**config.mk**
```make
export PLATFORM = sky130hd
export DESIGN_NAME = polar_sector_occupancy_flat
export DESIGN_NICKNAME = d
export VERILOG_FILES = /design/src/rtl/core/pso_pkg.sv /design/src/rtl/core/pso_in_if.sv /design/src/rtl/core/pso_out_if.sv /design/src/rtl/core/polar_sector_occupancy.sv /design/src/rtl/core/pso_radius_regs.sv /design/src/rtl/core/pso_front.sv /design/src/rtl/core/pso_accum.sv /design/src/flat_wrapper.sv
export SDC_FILE = /design/constraint.sdc
export NUM_CORES = 2
export LEC_CHECK = 0
export BUFFER_PORTS_ARGS = -buffer_cell sky130_fd_sc_hd__buf_2
export CORE_AREA = 2 2 345 347
export DETAILED_ROUTE_END_ITERATION = 10
export DIE_AREA = 0 0 347 349
export PLACE_DENSITY = 0.78
export SYNTH_ARGS = -nofsm -noshare
export SYNTH_HDL_FRONTEND = slang
export SYNTH_SLANG_ARGS = --single-unit
```
**constraint.sdc**
```tcl
create_clock -name clk -period 10.87 [get_ports clk]
set_clock_uncertainty 0.1 [all_clocks]
set_input_delay 2.174 -clock clk [delete_from_list [all_inputs] [get_ports clk]]
set_output_delay 2.174 -clock clk [all_outputs]
set_load 0.005 [all_outputs]
```
**src/rtl/core/pso_pkg.sv**
```systemverilog
// ----------------------------------------------------------------------------
// pso_pkg: shared constants and types for the polar sector occupancy block
// Widths, tangent constants, reset radii and the product-stage record.
// ----------------------------------------------------------------------------
package pso_pkg;

  localparam int RINGS_DEF = 4;
  localparam int RINGS_MAX = 4;
  localparam int SECTORS   = 12;
  localparam int SECT_HALF = 6;
  localparam int MAP_W     = 48;
  localparam int RAD_W     = 15;
  localparam int RSQ_W     = 2 * RAD_W;
  localparam int CFG_IDX_W = 2;
  localparam int COORD_W   = 16;
  localparam int MAG_W     = COORD_W + 1;
  localparam int SQ_W      = 2 * MAG_W;
  localparam int DSQ_W     = SQ_W + 1;
  localparam int Q_FRAC    = 16;
  localparam int TAN_C_W   = 18;
  localparam int TAN_W     = MAG_W + TAN_C_W;
  localparam int RING_W    = 2;
  localparam int SECT_W    = 4;
  localparam int BIT_W     = 6;

  // Tangents of 15 and 75 degrees, unsigned Q16, rounded to nearest.
  localparam logic [TAN_C_W-1:0] TAN15_Q16 = 18'd17560;
  localparam logic [TAN_C_W-1:0] TAN75_Q16 = 18'd244584;

  localparam logic [RAD_W-1:0] RADIUS_RST [RINGS_MAX] = '{
    15'd150, 15'd450, 15'd550, 15'd1000
  };

  typedef struct packed {
    logic [SQ_W-1:0]  x_sq;
    logic [SQ_W-1:0]  y_sq;
    logic [TAN_W-1:0] a_q;
    logic [TAN_W-1:0] b15;
    logic [TAN_W-1:0] b45;
    logic [TAN_W-1:0] b75;
    logic             zero;
    logic             xneg;
    logic             yneg;
    logic             last;
  } pso_prod_t;

endpackage

```
**src/rtl/core/pso_in_if.sv**
```systemverilog
// ----------------------------------------------------------------------------
// pso_in_if: point input channel
// Valid/ready channel carrying one planar point and its end-of-scan flag.
// ----------------------------------------------------------------------------
interface pso_in_if;
  logic                                valid;
  logic                                ready;
  logic signed [pso_pkg::COORD_W-1:0]  point_x;
  logic signed [pso_pkg::COORD_W-1:0]  point_y;
  logic                                scan_last;

  modport source (output valid, output point_x, output point_y, output scan_last,
                  input ready);
  modport sink   (input valid, input point_x, input point_y, input scan_last,
                  output ready);
endinterface

```
**src/rtl/core/pso_out_if.sv**
```systemverilog
// ----------------------------------------------------------------------------
// pso_out_if: occupancy map output channel
// Valid/ready channel carrying one 48-bit ring/sector occupancy map.
// ----------------------------------------------------------------------------
interface pso_out_if;
  logic                        valid;
  logic                        ready;
  logic [pso_pkg::MAP_W-1:0]   occupied_map;

  modport source (output valid, output occupied_map, input ready);
  modport sink   (input valid, input occupied_map, output ready);
endinterface

```
**src/rtl/core/polar_sector_occupancy.sv**
```systemverilog
// ----------------------------------------------------------------------------
// polar_sector_occupancy: ring/sector occupancy map of planar obstacle points
//
// in_pt carries one point per transfer: signed x (forward) and y (left) in
// millimetres, plus scan_last. Each point within the outermost ring sets one
// bit ring*12+sector of a 48-bit map; the point with scan_last set also
// causes one out_map transfer of the whole map, which is then cleared.
// Points beyond every ring set nothing. cfg_we/cfg_index/cfg_data write the
// ring radii (index 0 is the innermost); write them only while idle.
//
// Path: a final point passes the input, product and output registers.
// Throughput: one point per cycle, set by the squaring and tangent multiplier
// stage. Non-final points keep flowing while a map waits in the output
// register; a stalled receiver only holds back the next final point.
// Reset (rst_n low at a clock edge) restores the default radii
// 150/450/550/1000 mm, clears the map and empties the pipeline.
// ----------------------------------------------------------------------------
module polar_sector_occupancy #(
  parameter int RINGS = pso_pkg::RINGS_DEF
) (
  input  logic                          clk,
  input  logic                          rst_n,
  pso_in_if.sink                        in_pt,
  pso_out_if.source                     out_map,
  input  logic                          cfg_we,
  input  logic [pso_pkg::CFG_IDX_W-1:0] cfg_index,
  input  logic [pso_pkg::RAD_W-1:0]     cfg_data
);
  import pso_pkg::*;

  // Squared radii, registered from the radius registers.
  logic [RSQ_W-1:0] rsq [RINGS];

  // Product stage handshake: fin_take drains it into the accumulator.
  logic      s1_valid;
  pso_prod_t s1_data;
  logic      fin_take;

  pso_radius_regs #(.RINGS(RINGS)) u_radius (
    .clk       (clk),
    .rst_n     (rst_n),
    .cfg_we    (cfg_we),
    .cfg_index (cfg_index),
    .cfg_data  (cfg_data),
    .rsq       (rsq)
  );

  // Input register, then squares and tangent products.
  pso_front u_front (
    .clk      (clk),
    .rst_n    (rst_n),
    .in_ch    (in_pt),
    .fin_take (fin_take),
    .s1_valid (s1_valid),
    .s1_data  (s1_data)
  );

  // Compare, pick the cell, accumulate, and hold the result for transfer.
  pso_accum #(.RINGS(RINGS)) u_accum (
    .clk      (clk),
    .rst_n    (rst_n),
    .s1_valid (s1_valid),
    .s1_data  (s1_data),
    .rsq      (rsq),
    .fin_take (fin_take),
    .out_ch   (out_map)
  );

endmodule

```
**src/rtl/core/pso_radius_regs.sv**
```systemverilog
// ----------------------------------------------------------------------------
// pso_radius_regs: ring radius registers
// Holds the ring radii and keeps a registered square of each for the range test.
// ----------------------------------------------------------------------------
module pso_radius_regs #(
  parameter int RINGS = pso_pkg::RINGS_DEF
) (
  input  logic                          clk,
  input  logic                          rst_n,
  input  logic                          cfg_we,
  input  logic [pso_pkg::CFG_IDX_W-1:0] cfg_index,
  input  logic [pso_pkg::RAD_W-1:0]     cfg_data,
  output logic [pso_pkg::RSQ_W-1:0]     rsq [RINGS]
);
  import pso_pkg::*;

  logic [RAD_W-1:0] radius_r [RINGS];
  logic [RSQ_W-1:0] rsq_r    [RINGS];

  // Writes to an index past the ring count are dropped.
  always_ff @(posedge clk) begin
    for (int i = 0; i < RINGS; i++) begin
      if (!rst_n) begin
        radius_r[i] <= RADIUS_RST[i];
      end else if (cfg_we && (cfg_index == CFG_IDX_W'(i))) begin
        radius_r[i] <= cfg_data;
      end
    end
  end

  always_ff @(posedge clk) begin
    for (int i = 0; i < RINGS; i++) begin
      rsq_r[i] <= RSQ_W'(radius_r[i]) * RSQ_W'(radius_r[i]);
    end
  end

  assign rsq = rsq_r;

endmodule

```
**src/rtl/core/pso_front.sv**
```systemverilog
// ----------------------------------------------------------------------------
// pso_front: input register and product stage
// Registers point magnitudes, then registers squares and tangent products.
// ----------------------------------------------------------------------------
module pso_front (
  input  logic               clk,
  input  logic               rst_n,
  pso_in_if.sink             in_ch,
  input  logic               fin_take,
  output logic               s1_valid,
  output pso_pkg::pso_prod_t s1_data
);
  import pso_pkg::*;

  logic             s0_v_r, s0_v_nxt;
  logic [MAG_W-1:0] ax_r, ay_r;
  logic             xneg_r, yneg_r, last_r;
  logic             s1_v_r, s1_v_nxt;
  pso_prod_t        s1_r, s1_nxt;

  logic                    in_take, s0_adv, s1_free;
  logic signed [MAG_W-1:0] xs, ys;
  logic [MAG_W-1:0]        ax, ay;

  assign s1_free     = !s1_v_r || fin_take;
  assign s0_adv      = s0_v_r && s1_free;
  assign in_ch.ready = !s0_v_r || s1_free;
  assign in_take     = in_ch.valid && in_ch.ready;

  // Sign-extend by one bit so that the magnitude of -32768 fits.
  assign xs = MAG_W'(in_ch.point_x);
  assign ys = MAG_W'(in_ch.point_y);
  assign ax = xs[MAG_W-1] ? MAG_W'(-xs) : MAG_W'(xs);
  assign ay = ys[MAG_W-1] ? MAG_W'(-ys) : MAG_W'(ys);

  always_comb begin
    s0_v_nxt = s0_v_r;
    if (in_take) begin
      s0_v_nxt = 1'b1;
    end else if (s0_adv) begin
      s0_v_nxt = 1'b0;
    end
  end

  always_comb begin
    s1_nxt.x_sq = SQ_W'(ax_r) * SQ_W'(ax_r);
    s1_nxt.y_sq = SQ_W'(ay_r) * SQ_W'(ay_r);
    s1_nxt.a_q  = TAN_W'(ay_r) << Q_FRAC;
    s1_nxt.b15  = TAN_W'(ax_r) * TAN_W'(TAN15_Q16);
    s1_nxt.b45  = TAN_W'(ax_r) << Q_FRAC;
    s1_nxt.b75  = TAN_W'(ax_r) * TAN_W'(TAN75_Q16);
    s1_nxt.zero = (ax_r == '0) && (ay_r == '0);
    s1_nxt.xneg = xneg_r;
    s1_nxt.yneg = yneg_r;
    s1_nxt.last = last_r;
  end

  always_comb begin
    s1_v_nxt = s1_v_r;
    if (s0_adv) begin
      s1_v_nxt = 1'b1;
    end else if (fin_take) begin
      s1_v_nxt = 1'b0;
    end
  end

  always_ff @(posedge clk) begin
    if (!rst_n) begin
      s0_v_r <= 1'b0;
      s1_v_r <= 1'b0;
    end else begin
      s0_v_r <= s0_v_nxt;
      s1_v_r <= s1_v_nxt;
    end
  end

  always_ff @(posedge clk) begin
    if (in_take) begin
      ax_r   <= ax;
      ay_r   <= ay;
      xneg_r <= xs[MAG_W-1];
      yneg_r <= ys[MAG_W-1];
      last_r <= in_ch.scan_last;
    end
    if (s0_adv) begin
      s1_r <= s1_nxt;
    end
  end

  assign s1_valid = s1_v_r;
  assign s1_data  = s1_r;

  a_s1_hold: assert property (@(posedge clk) disable iff (!rst_n)
    (s1_v_r && !fin_take) |=> (s1_v_r && $stable(s1_r)))
    else $error("product stage lost or changed while held");

  a_s0_move: assert property (@(posedge clk) disable iff (!rst_n)
    s0_adv |=> s1_v_r)
    else $error("point advanced but product stage not valid");

endmodule

```
**src/rtl/core/pso_accum.sv**
```systemverilog
// ----------------------------------------------------------------------------
// pso_accum: ring/sector classification and map accumulation
// Picks the cell of each point, sets its bit, and emits the map on scan end.
// ----------------------------------------------------------------------------
module pso_accum #(
  parameter int RINGS = pso_pkg::RINGS_DEF
) (
  input  logic                      clk,
  input  logic                      rst_n,
  input  logic                      s1_valid,
  input  pso_pkg::pso_prod_t        s1_data,
  input  logic [pso_pkg::RSQ_W-1:0] rsq [RINGS],
  output logic                      fin_take,
  pso_out_if.source                 out_ch
);
  import pso_pkg::*;

  localparam logic [MAP_W:0]   USED_ONE  = (MAP_W + 1)'(1) << (RINGS * SECTORS);
  localparam logic [MAP_W-1:0] USED_MASK = MAP_W'(USED_ONE - 1'b1);

  logic [MAP_W-1:0]  map_r, map_nxt;
  logic              out_v_r, out_v_nxt;
  logic [MAP_W-1:0]  out_data_r;

  logic [DSQ_W-1:0]  dsq;
  logic              hit;
  logic [RING_W-1:0] ring;
  logic              c15, c45, c75;
  logic [1:0]        n_cnt;
  logic [SECT_W-1:0] s_half, sector;
  logic [BIT_W-1:0]  bit_idx;
  logic [MAP_W-1:0]  set_vec, merged;
  logic              take_last;

  // First ring in index order whose squared radius exceeds the squared distance.
  always_comb begin
    dsq  = DSQ_W'(s1_data.x_sq) + DSQ_W'(s1_data.y_sq);
    hit  = 1'b0;
    ring = '0;
    for (int i = RINGS - 1; i >= 0; i--) begin
      if (dsq < DSQ_W'(rsq[i])) begin
        hit  = 1'b1;
        ring = RING_W'(i);
      end
    end
  end

  // Boundary angles go away from 0 degrees: >= on the +x half, > on the -x half.
  always_comb begin
    if (s1_data.xneg) begin
      c15 = s1_data.a_q > s1_data.b15;
      c45 = s1_data.a_q > s1_data.b45;
      c75 = s1_data.a_q > s1_data.b75;
    end else begin
      c15 = s1_data.a_q >= s1_data.b15;
      c45 = s1_data.a_q >= s1_data.b45;
      c75 = s1_data.a_q >= s1_data.b75;
    end
    n_cnt  = {1'b0, c15} + {1'b0, c45} + {1'b0, c75};
    s_half = s1_data.xneg ? SECT_W'(SECT_HALF) - SECT_W'(n_cnt) : SECT_W'(n_cnt);
    if (s1_data.zero) begin
      sector = '0;
    end else if (s1_data.yneg && (s_half != '0)) begin
      sector = SECT_W'(SECTORS) - s_half;
    end else begin
      sector = s_half;
    end
  end

  always_comb begin
    bit_idx = BIT_W'(ring) * BIT_W'(SECTORS) + BIT_W'(sector);
    set_vec = hit ? (MAP_W'(1) << bit_idx) : '0;
    merged  = map_r | set_vec;
  end

  // A non-final point never waits on the output register.
  assign fin_take  = s1_valid && (!s1_data.last || !out_v_r || out_ch.ready);
  assign take_last = fin_take && s1_data.last;

  always_comb begin
    map_nxt = map_r;
    if (fin_take) begin
      map_nxt = s1_data.last ? '0 : merged;
    end
  end

  always_comb begin
    out_v_nxt = out_v_r;
    if (take_last) begin
      out_v_nxt = 1'b1;
    end else if (out_ch.ready) begin
      out_v_nxt = 1'b0;
    end
  end

  always_ff @(posedge clk) begin
    if (!rst_n) begin
      map_r   <= '0;
      out_v_r <= 1'b0;
    end else begin
      map_r   <= map_nxt;
      out_v_r <= out_v_nxt;
    end
  end

  always_ff @(posedge clk) begin
    if (take_last) begin
      out_data_r <= merged;
    end
  end

  assign out_ch.valid        = out_v_r;
  assign out_ch.occupied_map = out_data_r;

  a_no_overwrite: assert property (@(posedge clk) disable iff (!rst_n)
    (out_v_r && !out_ch.ready) |-> !take_last)
    else $error("pending map overwritten");

  a_clear_on_last: assert property (@(posedge clk) disable iff (!rst_n)
    take_last |=> (out_v_r && (map_r == '0)))
    else $error("map not emitted and cleared at scan end");

  a_unused_cells: assert property (@(posedge clk) disable iff (!rst_n)
    (map_r & ~USED_MASK) == '0)
    else $error("bit set beyond the configured rings");

endmodule

```
**src/flat_wrapper.sv**
```systemverilog
// flat-port wrapper written by rule: the top's interface ports become plain ports
module polar_sector_occupancy_flat import pso_pkg::*;
#(
  parameter int RINGS = pso_pkg::RINGS_DEF
)
  (clk, rst_n, cfg_we, cfg_index, cfg_data, in_pt_valid, in_pt_point_x, in_pt_point_y, in_pt_scan_last, in_pt_ready, out_map_valid, out_map_occupied_map, out_map_ready);
  pso_in_if in_pt_i ();
  pso_out_if out_map_i ();
  input  logic clk;
  input  logic rst_n;
  input  logic cfg_we;
  input  logic [pso_pkg::CFG_IDX_W-1:0] cfg_index;
  input  logic [pso_pkg::RAD_W-1:0] cfg_data;
  input wire logic [$bits(in_pt_i.valid)-1:0] in_pt_valid;
  input wire logic [$bits(in_pt_i.point_x)-1:0] in_pt_point_x;
  input wire logic [$bits(in_pt_i.point_y)-1:0] in_pt_point_y;
  input wire logic [$bits(in_pt_i.scan_last)-1:0] in_pt_scan_last;
  output wire logic [$bits(in_pt_i.ready)-1:0] in_pt_ready;
  output wire logic [$bits(out_map_i.valid)-1:0] out_map_valid;
  output wire logic [$bits(out_map_i.occupied_map)-1:0] out_map_occupied_map;
  input wire logic [$bits(out_map_i.ready)-1:0] out_map_ready;
  assign in_pt_i.valid = in_pt_valid;
  assign in_pt_i.point_x = in_pt_point_x;
  assign in_pt_i.point_y = in_pt_point_y;
  assign in_pt_i.scan_last = in_pt_scan_last;
  assign in_pt_ready = in_pt_i.ready;
  assign out_map_valid = out_map_i.valid;
  assign out_map_occupied_map = out_map_i.occupied_map;
  assign out_map_i.ready = out_map_ready;
  polar_sector_occupancy #(.RINGS(RINGS)) u_core (.clk(clk), .rst_n(rst_n), .in_pt(in_pt_i), .out_map(out_map_i), .cfg_we(cfg_we), .cfg_index(cfg_index), .cfg_data(cfg_data));
endmodule
```
==> qor.csv <==
stage,metric,value,unit
cells_and_area,synthToLayoutAreaGrowth,5.98,%
timing,fmax,0.129,GHz
synthesis,synth_simple_gate_area_share,10.2,%
synthesis,synth_top_family_by_area,adder cells,
synthesis,synth_adder_area_share,50.1,%
cts,cts_resized,0,
die,rows,126,
timing,fin_crit_sh,71.3,%
drt,drtPass1Iterations,6,
timing,setup_ws,3.12,ns
synthesis,netlist_area,68700,um2
grt,grt_pass1_wl,267000,um
worst_setup_path,setup.worst_path.start,u_core.u_front.s1_data[147]$_DFFE_PP_,
flow_run,maxCapViolCount,0,
cts,clockBufferDepth,3,
placed_design,dp_slack,3.26,ns
synthesis,yosysWarnings,0,
placed_design,io_buffer_count,104,
drt,route.detailed.drc,0,
timing,setup_viol,0,
synthesis,yosysTopAreaCell,fa_1,
cts,cts_setup_buffers,0,
cts,htreeDepth,2,
synthesis,synthXorXnorAreaFrac,3.77,%
synthesis,synth_flop_cell,edfxtp_1,
worst_setup_path,required,11.24,ns
grt,grt_usage,27.9,%
worst_setup_path,startpoint_type,flip-flop,
synthesis,yosys-top-cells-area,"fa_1 32%, ha_1 18%, edfxtp_1 13%, inv_1 9.1%, dfxtp_1 4.9%",
synthesis,muxShareOfSynthArea,0.198,%
die,initial_utilization,58.5,%
worst_hold_path,min_path_type,flip-flop to flip-flop,
synthesis,postSynth.asyncResetShare,0,%
cts,cts_buffers,52,
synthesis,postSynthAreaPerCell,9.99,um2
timing,holdWs,0.320,ns
worst_setup_path,timing.rr.end,u_core.u_accum.out_ch.occupied_map[6]$_DFFE_PP_,
cells_and_area,n_antenna_cell,0,
drt,via_per_inst,5.55,
cts,cts_tree,built,
synthesis,synth_top_area_share,31.9,%
worst_setup_path,cp-end-kind,flip-flop,
grt,antenna_found_initial,6,
timing,period_needed,7.75,ns
cells_and_area,mostFrequentLayoutCell,inv_1,
cts,clk_latency,0.68,ns
die,io_pins,105,
worst_setup_path,r2r_cells,26,
die,fp.dieW,347,um
drt,vias,47300,
cts,cts_root_buf,clkbuf_16,
grt,first_global_vias,51400,
synthesis,synth_seq_cells,472,
placed_design,dp_hpwl,133000,um
worst_setup_path,critical_path_peak_fanout,16,
grt,grt_start_max_net_pins,85,
die,die_area,121000,um2
drt,drtIter0Drc,3322,
synthesis,synth-edff-count,305,
drt,drtAntennaViolNets,0,
outcome,status,finished clean,
worst_setup_path,critical_path_arrival,8.11,ns
timing,rsz0062_at_grt,false,
worst_setup_path,rrSetupSlack,3.12,ns
worst_setup_path,crit_type,flip-flop to flip-flop,
timing,worst_pin_slew,1.17,ns
grt,grt_overflow,0,
worst_setup_path,regToRegStartpoint,u_core.u_front.s1_data[147]$_DFFE_PP_,
cts,clk_pin_slew,0.07,ns
synthesis,ys_seq_area_share,18.2,%
timing,slew_headroom,21.3,%
timing,tns,0,ns
cells_and_area,final_nets,9107,
synthesis,synth_compound_area_share,7.81,%
placed_design,place.gp.congestion,0.938,
die,fp.coreArea,117000,um2
timing,hold_violations,0,
cells_and_area,layout-drive-gt1-share,4.06,%
worst_setup_path,crit_path_end,u_core.u_accum.out_ch.occupied_map[6]$_DFFE_PP_,
drt,detail_route.wl_per_cell,18.9,um
cts,clock_sinks,472,
cells_and_area,final_cell_mix,"1670 x inv_1, 1094 x fa_1, 1000 x ha_1",
cells_and_area,fin_util,62.0,%
synthesis,yosysUniqueCellTypes,84,
cts,cts_hold_buf,0,
synthesis,netlist_instances,6881,
timing,slew_violations,0,
drt,routed_wl,162000,um
die,die_h,349,um
## kinds of logic after synthesis
family	after synthesis
xor+xnor	296
other cells	1
fa+ha+maj	2094
mux	12
buf+inv	1791
flops	472
simple gates	1396
compound gates	819
## layout make-up
class,instances,area [um2]
sequential,472,12500
tap,1536,1920
clock buffer,71,1490
multi-input combinational,4619,49500
clock inverter,27,353
timing repair buffer,140,791
fill,9309,44600
inverter,1673,6280
## how the worst min path moves through the flow
stage	depth (start not counted)	to	from	slack [ns]
2_1_floorplan	0	u_core.u_front.s1_data[0]$_DFFE_PP_	u_core.u_front.last_r$_DFFE_PP_	0.30
3_3_place_gp	0	u_core.u_front.s1_data[0]$_DFFE_PP_	u_core.u_front.last_r$_DFFE_PP_	0.30
3_5_place_dp	0	u_core.u_front.s1_data[0]$_DFFE_PP_	u_core.u_front.last_r$_DFFE_PP_	0.31
4_1_cts	0	u_core.u_front.s1_data[0]$_DFFE_PP_	u_core.u_front.last_r$_DFFE_PP_	0.32
5_1_grt	0	u_core.u_front.s1_data[0]$_DFFE_PP_	u_core.u_front.last_r$_DFFE_PP_	0.33
6_report	0	u_core.u_front.s1_data[0]$_DFFE_PP_	u_core.u_front.last_r$_DFFE_PP_	0.32
## routing by layer
metal  track usage (%)  share of wire, %  vias up
met1              36.2                41    23600
met4              11.5               4.5        2
met5                 0            0.0080        -
met2              46.7                48     1517
met3              4.35               6.8      335
li1                  -                 -    21900
## Yosys cell counts, types with 7 or more instances
master	n
and2_1	329
a21o_1	125
a211o_1	8
nor3_1	51
a2111oi_0	10
o31ai_1	17
nor4_1	18
o21bai_1	64
a32o_1	8
o21ai_0	151
a21oi_1	227
xor2_1	76
or2_2	25
and3_1	28
o31a_1	7
ha_1	1000
nand4_1	26
inv_1	1670
nor2b_1	61
o211ai_1	16
a31oi_1	21
nand2_1	432
dfxtp_1	167
nand3_1	63
o2111ai_1	9
clkbuf_1	109
o22ai_1	8
and4_1	13
nand2b_1	41
mux2_2	9
o41ai_1	7
fa_1	1094
a211oi_1	21
nor2_1	253
a31o_2	10
or3_1	29
o21a_1	51
xnor2_1	220
edfxtp_1	305
## sequential cells by signal, indices dropped and copies added, names as in the netlist
name                                cells
u_core.u_front.last_r                   1
u_core.u_front.s1_data                160
u_core.u_accum.map_r                   48
u_core.u_radius.rsq                   116
u_core.u_accum.out_ch.occupied_map     48
u_core.u_accum.out_ch.valid             1
u_core.u_front.xneg_r                   1
u_core.u_radius.radius_r               60
u_core.u_front.ay_r                    17
u_core.u_front.ax_r                    17
u_core.u_front.s0_v_r                   1
u_core.u_front.yneg_r                   1
u_core.u_front.s1_valid                 1
## metrics by stage
step | instances | cell area, um2
floorplan | 6882 | 68700
global placement | 8440 | 71000
detailed placement | 8440 | 71000
CTS | 8538 | 72800
global route | 8538 | 72800
finish | 8538 | 72800
## worst max-delay path, cell delays in order (launching register included)
cell and delay [ns]:
edfxtp_1 0.38, ha_1 0.35, a211oi_1 0.33, o21ai_1 0.17
a31o_2 0.28, a21o_1 0.22, a211oi_1 0.27, nor2_1 0.12
o41ai_1 0.45, o21bai_1 0.16, a21oi_1 0.21, xnor2_1 0.25
ha_1 0.33, a21oi_1 0.16, o21ai_0 0.11, a21oi_1 0.18
o2111ai_1 0.13, o21ai_0 0.46, o21ai_0 0.22, and3_1 0.32
ha_1 0.37, ha_1 0.28, a21o_1 0.15, nand2_1 0.07
xor2_1 0.37, nand4_1 0.70, o21bai_1 0.41
Power is not shown: default switching activity piles up to over one toggle a cycle in this logic, so the estimate is an artifact.
